**config.mk**
```make
export PLATFORM = sky130hd
export DESIGN_NAME = gids_ram
export DESIGN_NICKNAME = d
export VERILOG_FILES = /design/src/design/gids_ram.sv
export SDC_FILE = /design/constraint.sdc
export NUM_CORES = 1
export LEC_CHECK = 0
export ABC_AREA = 1
export ABC_CLOCK_PERIOD_IN_PS = 4400
export BUFFER_PORTS_ARGS = -buffer_cell sky130_fd_sc_hd__clkbuf_2
export CORE_ASPECT_RATIO = 1.75
export CORE_MARGIN = 2
export CORE_UTILIZATION = 30
export DETAILED_ROUTE_END_ITERATION = 16
export MAX_ROUTING_LAYER = met4
export PLACE_DENSITY = 0.5
export SETUP_SLACK_MARGIN = 0.3
export SKIP_LAST_GASP = 1
export SLEW_MARGIN = 20
export SYNTH_ARGS = -nofsm -noshare
export SYNTH_HDL_FRONTEND = slang
export SYNTH_SLANG_ARGS = --single-unit
```
**constraint.sdc**
```tcl
create_clock -name clk_i -period 4.4 [get_ports clk_i]
set_clock_uncertainty 0.15 [all_clocks]
set_input_delay 0.66 -clock clk_i [delete_from_list [all_inputs] [get_ports clk_i]]
set_output_delay 0.66 -clock clk_i [all_outputs]
set_load 0.1 [all_outputs]
```
**src/design/gids_ram.sv**
```systemverilog
// Simple dual-port synchronous RAM, one write and one read port, registered read.
// No package dependency.
module gids_ram #(
  parameter int Width = 8,
  parameter int Depth = 64
) (
  input  logic                     clk_i,
  input  logic                     we_i,
  input  logic [$clog2(Depth)-1:0] waddr_i,
  input  logic [Width-1:0]         wdata_i,
  input  logic [$clog2(Depth)-1:0] raddr_i,
  output logic [Width-1:0]         rdata_o
);

  logic [Width-1:0] mem [Depth];

  // Write port
  always_ff @(posedge clk_i) begin
    if (we_i) begin
      mem[waddr_i] <= wdata_i;
    end
  end

  // Read port, registered
  always_ff @(posedge clk_i) begin
    rdata_o <= mem[raddr_i];
  end

endmodule

```
# Word-level counts from Yosys, hierarchy flattened
# Memory sizes are Yosys's and may differ from the RTL's. A register that Yosys moved wholly into a read port is not among the register bits.
# Index checks and enable logic that the tools add are counted.
# totals
ff_bits,0
ramBits,512
input_bits,22
output_inout_bits,8
word_cells,3
mem_count,1
# op_classes
mux,2
# mem_list
memory,depth,width,read_ports,rd_clocked_by_memory_dff,wr,line,text
mem,64,8,1,1,1,15,logic [Width-1:0] mem [Depth];
# op_table
op,count
$mux W1,2

# Longest topological paths before layout
# Gate-level depths: netlist of run 1.
# logic_depth
depth_word,2
depth_mapped,12
depth_no_buf,9

# Worst setup path after synthesis of run 1
# No wires, ideal clock.
# synth_path
kind,in2reg
from,input we_i
to,"memory mem[48][0], enable pin"
setup_time_ps,395
arrival_time_ps,2031
t_required_ps,3855
slack_ps,1824
stages,3
path_buffers,1
cell_sequence,clkbuf_1 -> nand4_1 -> nor4_1
# synth_via
elab_chain_cells,2
# synth_lines
element,line,text
start: declaration,8,"input logic we_i,"
$mux W1,19,if (we_i) begin
$mux W1 (implied by the code),20,mem[waddr_i] <= wdata_i;
end: declaration,15,
# Every way passes these cells.

# Worst setup path after layout of run 1
# layout_path
from,input waddr_i[1]
to,"memory mem[41][3], enable pin"
# layout_rtl
element,line,text
start: declaration,9,"input logic [$clog2(Depth)-1:0] waddr_i,"
# Straight into the memory's write port.

==> impl_metrics.ini, run 1 <==
[status]
outcome = finished, final reports clean

[drt]
drc = 0
routedWlPerCell_um = 21.4
detail-route-antenna-nets = 0
first_pass_iters = 5
dr.first_iter.drc_count = 1011
route.vias.total = 13500
drt_wl_total_um = 59500
avgViaCountPerCell = 4.85

[synth]
avgSynthCellArea_um2 = 11.8
yosysTopAreaCell = edfxtp_1
ys_seq_area_share_pct = 72.8
netlist.area_leader.share_pct = 72.0
synth-seq-cells = 520
synthesis.nets = 1827
syn_inst = 1805
synth_cell_type_count = 16
ys_top_cells_by_area = edfxtp_1 72%, nand2_1 11%, nand3_1 10%
netlist_area_um2 = 21300
yosysWarnings = 0

[clock_network]
cts_resized = 0
clk_pin_slew_ns = 0.07
cts_buffer_depth = 3
htreeDepth = 2
cts-hold-fix-buffers = 0
numCtsBuffers = 44
cts_setup_buffers = 0
clkSinkCount = 520
cts_tree = built
cts-root-buf = clkbuf_16
clock_latency_ns = 0.58

[layout]
num_antenna_cells = 0
final_cell_mix = 648 x nand2_1, 512 x edfxtp_1, 439 x nand3_1, 57 x buf_4, 56 x nor2_1
drive_above_1_share_pct = 8.42
design_area_um2 = 23800
final_nets = 1850
final_common_cell = nand2_1
syn_to_final_growth_pct = 11.5
final_cells = 2781

[timing]
whs_ns = 0.338
fin_crit_ns = 2.60
max_freq_mhz = 384
rsz0062_at_grt = false
slew_headroom_pct = 27.5
drv_slew = 0
fin_tns_setup_ns = 0
hold_viol_final = 0
fin_crit_sh_pct = 59.2
tightest_slew_ns = 1.09
setup_viol = 0

[floorplan]
die_area_um2 = 73400
die_h_um = 357
fp.dieW_um = 206
ios = 30
start_util_pct = 30.3
coreArea_um2 = 70500
num_rows = 129

[global_route]
grt_pass1_wl_um = 87100
antenna_found_initial = 0
grt.overflow.total = 0
grt_usage_pct = 16.8
grt_max_degree = 152
grt_pass1_vias = 13400

[critical_path]
r2r_cells = 8
crit_type = input pin to register
cp_max_fo = 9
crit_path_start_kind = input pin
arrival_ns = 2.66
critPathRequiredTime_ns = 4.46
crit_path_end_kind = register

[place]
postPlaceCellArea_um2 = 22400
gp_congestion = 0.854
portBuffers = 29
dp_hpwl_um = 37000
dp_cells = 2699

[worst_hold_path]
hold_depth = 1
hold_class = input pin to register

[pwr]
irDropWorstVdd_v = 0.000257
p_leak_uw = 0.00839
power.total_uw = 10200
p_per_area_nw_per_um2 = 429

[run]
maxCapViolations = 0
-- path summary, 6_finish.rpt --
path                    from         end  slack [ns]
hold / removal    wdata_i[3]   mem[4][3]        0.34
setup / recovery  waddr_i[1]  mem[41][3]        1.80
hold reg to reg   mem[28][2]  rdata_o[2]        0.69
setup reg to reg  mem[35][0]  rdata_o[0]        2.75
-- power breakdown --
part	total, uW	internal, uW	switching (uW)	leakage (uW)
clock network	3980	2180	1800	0.000683
logic	735	156	579	0.00303
registers	5490	5480	13.6	0.00467
total	10200	7820	2390	0.00839
-- cell type report --
class	instances	area [um^2]
clock buffers	55	1160
fillers	6941	46700
inverters	12	52.6
multi-input cells	1160	4950
well taps	917	1150
repair buffers	90	674
clock inverters	27	273
flip-flops and latches	520	15500
-- cell families (layout without fill, tap and decap cells) --
family	after synthesis	count (layout)	synth area share, %
DFF	520	520	72.8
and+or+nand+nor	1160	1160	23.2
buffers and inverters	125	184	4.02
-- metrics by stage --
| stage | setup slack, ns | utilization (%) |
|---|---|---|
| global placement | 1.24 | 31.7 |
| floorplan | 1.82 | - |
| CTS | 1.83 | 33.7 |
| global route | 1.77 | 33.7 |
| finish | 1.80 | 33.7 |
| detailed placement | 1.22 | 31.7 |
-- routing by layer --
| metal | global-route usage, % | vias up | wire (um) |
|---|---|---|---|
| li1 | - | 6383 | - |
| met2 | 29.6 | 360 | 31100 |
| met3 | 1.40 | 133 | 2180 |
| met4 | 9.51 | 0 | 3550 |
| met5 | - | - | 0 |
| met1 | 18.5 | 6613 | 22600 |
-- cells in the mapped netlist --
library cell  number
buf_4             14
inv_1             10
inv_2              1
nor2_1            56
clkbuf_1          15
nand3_1          439
dfxtp_1            8
buf_8              2
nand2_1          648
buf_6             35
nor4_1             8
buf_1             10
buf_2             37
inv_6              1
nand4_1            9
edfxtp_1         512
-- worst max-delay path, cell delays in order --
cell and delay [ns]:
clkbuf_2 0.16, inv_1 0.21, nand4_1 0.75, nor2_1 0.88
-- registers in the layout (all words and copies together), names as in the netlist --
| name | cells |
|---|---|
| mem | 512 |
| rdata_o | 8 |
(Power assumes the default switching activity.)
==> inputs of run 2 (changes only) <==
Settings changed: ABC_AREA 1 to 0, ABC_CLOCK_PERIOD_IN_PS 4400 to 2600.
Clock period 4.4 ns to 2.6 ns, I/O delays scaled along.
==> run 2 against run 1 <==
Clock power increased by 67%. Sequential power grew 69%. Final cell count shrank 27%. Highest routed layer unchanged. Utilization rose by 1.9 points. Critical path depth increased by 1. Non-clock buffer count is 74 higher. Global-route usage fell by 1.4 points. Combinational power up 47%.
==> impl_metrics.ini, run 2 <==
[status]
outcome = finished, final reports clean

[critical_path]
path_delay_family = multiplexers
cpMostUsedCell = mux4_2
cp_max_fo = 1
arrival_ns = 2.52
crit_path_start_kind = register
crit_path_end_kind = register
path_depth = 5
path_cells = mux4_2 -> mux4_2 -> nor2_2 -> nor3_1 -> o2bb2ai_1
critPathBufInv = 0
r2r_cells = 5
worstReg2RegStart = mem[13][1]
critical-path-slowest-cell = mux4_2
critPathRequiredTime_ns = 2.92
max_stage_delay_ns = 0.49
crit_type = register to register
crit_start = mem[13][1]

[layout]
reg_top3 = mem x512, rdata_o x8
syn_to_final_growth_pct = 17.5
utilization_pct = 35.6
drive_above_1_share_pct = 33.2
nFillCells = 6138
num_antenna_cells = 0
final_cell_mix = 512 x edfxtp_1, 127 x buf_4, 126 x mux4_2, 82 x nor2_1, 45 x clkbuf_16
largest_register_ffs = 512
top_register = mem
final_cells = 2023
final_common_cell = edfxtp_1
final_nets = 1121

[timing]
setup_viol = 0
fin_crit_sh_pct = 84.4
tightest_slew_ns = 0.991
fin_crit_ns = 2.19
rsz0062_at_grt = false
slew_headroom_pct = 33.9
max_freq_mhz = 456
drv_slew = 0
hold_viol_final = 0

[floorplan]
num_rows = 125
fp.dieW_um = 200
ios = 30
start_util_pct = 30.3
die_h_um = 347
coreArea_um2 = 66500
die_area_um2 = 69400

[global_route]
antenna_found_initial = 0
grt_usage_pct = 15.4
grt_pass1_wl_um = 73300
grt_pass1_vias = 10300
grt.overflow.total = 0
grt_max_degree = 65

[clock_network]
clock_latency_ns = 0.58
cts-hold-fix-buffers = 0
clkSinkCount = 520
clk_pin_slew_ns = 0.07
cts_tree = built
numCtsBuffers = 44
htreeDepth = 2
cts-root-buf = clkbuf_16
cts_setup_buffers = 0
cts_buffer_depth = 3

[drt]
detail-route-antenna-nets = 0
first_pass_iters = 7
avgViaCountPerCell = 4.76
route.vias.total = 9638
drt_wl_total_um = 50700
routedWlPerCell_um = 25.1
drc = 0
dr.first_iter.drc_count = 748

[synth]
yosys-top-cells-count = 512 x edfxtp_1, 126 x mux4_2, 83 x nor2_1
synth_edf_count = 512
async_flop_share_pct = 0
synthFlopType = edfxtp_1
synthesis.nets = 962
synth-seq-cells = 520
syn_inst = 940
avgSynthCellArea_um2 = 21.5
yosysWarnings = 0
ys_top_cells_by_area = edfxtp_1 76%, mux4_2 14%, nor2_1 1.5%
netlist_area_um2 = 20200
yosysTopAreaCell = edfxtp_1
netlist.area_leader.share_pct = 76.2
ys_seq_area_share_pct = 77.0
synth_cell_type_count = 40
yosysMostFrequentCell = edfxtp_1

[pwr]
p_leak_uw = 0.00752
p_per_area_nw_per_um2 = 719
irDropWorstVdd_v = 0.000426

[worst_hold_path]
hold_depth = 2
min-delay-start = wdata_i[6]
hold_class = input pin to register

[place]
dp_hpwl_um = 34600
portBuffers = 29
gp_congestion = 0.789
dp_cells = 1942

[run]
maxCapViolations = 0
## run 2: changes by cell type in the layout (fill, tap and decap cells not counted), moves of 14 or more
cell     delta
buf_4      +70
mux2i_1    +23
mux4_2    +126
nand2_1   -629
nand3_1   -426
nor2_1     +26
nor2b_1    +14
## run 2: repair_timing
item | CTS | global route
pin swaps | 0 | 0
resized for setup | 1 | 2
setup endpoints to repair | 1 | 2
## run 2: through the flow
step | cell area (um^2) | TNS, ns | power (uW) | hold WS [ns] | setup slack, ns
2_1_floorplan | 20200 | 0 | 10100 | 0.339 | 0.392
3_3_place_gp | 22300 | -1.00 | 10600 | 0.675 | -0.321
3_5_place_dp | 22300 | -0.942 | 10600 | 0.691 | -0.316
4_1_cts | 23700 | 0 | 17200 | 0.145 | 0.323
5_1_grt | 23700 | 0 | 17500 | 0.158 | 0.365
6_report | 23700 | 0 | 17000 | 0.138 | 0.405
## run 2: cell families (layout without fill, tap and decap cells)
group	after synthesis	in the layout	share of synthesized area [%]
muxes	162	162	15.9
and+or+nand+nor	153	153	3.39
buffers and inverters	51	245	1.57
AOI/OAI and AO/OA	54	54	2.07
DFF	520	520	77.0
## run 2: power breakdown
part	switching [uW]	internal (uW)
Combinational	689	386
Sequential	30.7	9270
Clock	3010	3640
## run 2: worst reg2reg max path, stage by stage, from the launching register on
cell and delay, ns:
edfxtp_1 0.40, mux4_2 0.46, mux4_2 0.49, nor2_2 0.28, nor3_1 0.15, o2bb2ai_1 0.16
## run 2: cell type report
class | count | area, um^2 | area share [%]
Sequential cell | 520 | 15500 | 65.6
Multi-Input combinational cell | 369 | 4330 | 18.3
Timing Repair Buffer | 164 | 1300 | 5.48
Clock buffer | 53 | 1180 | 4.96
Tap cell | 889 | 1110 | 4.69
Clock inverter | 28 | 248 | 1.05
## run 2: final timing paths
check                             endpoint  slack (ns)
worst max register to register  rdata_o[1]        0.41
worst min register to register  rdata_o[1]        0.71
worst max-delay path            rdata_o[1]        0.41
worst min-delay path            mem[40][6]        0.14
## run 2: routing by layer
| metal | GRT usage [%] | vias up | routed length (um) |
|---|---|---|---|
| met5 | - | - | 0 |
| met4 | 4.78 | 0 | 1240 |
| met3 | 1.44 | 57 | 1470 |
| met2 | 29.7 | 181 | 29800 |
| met1 | 16.2 | 5166 | 18200 |
| li1 | - | 4234 | - |
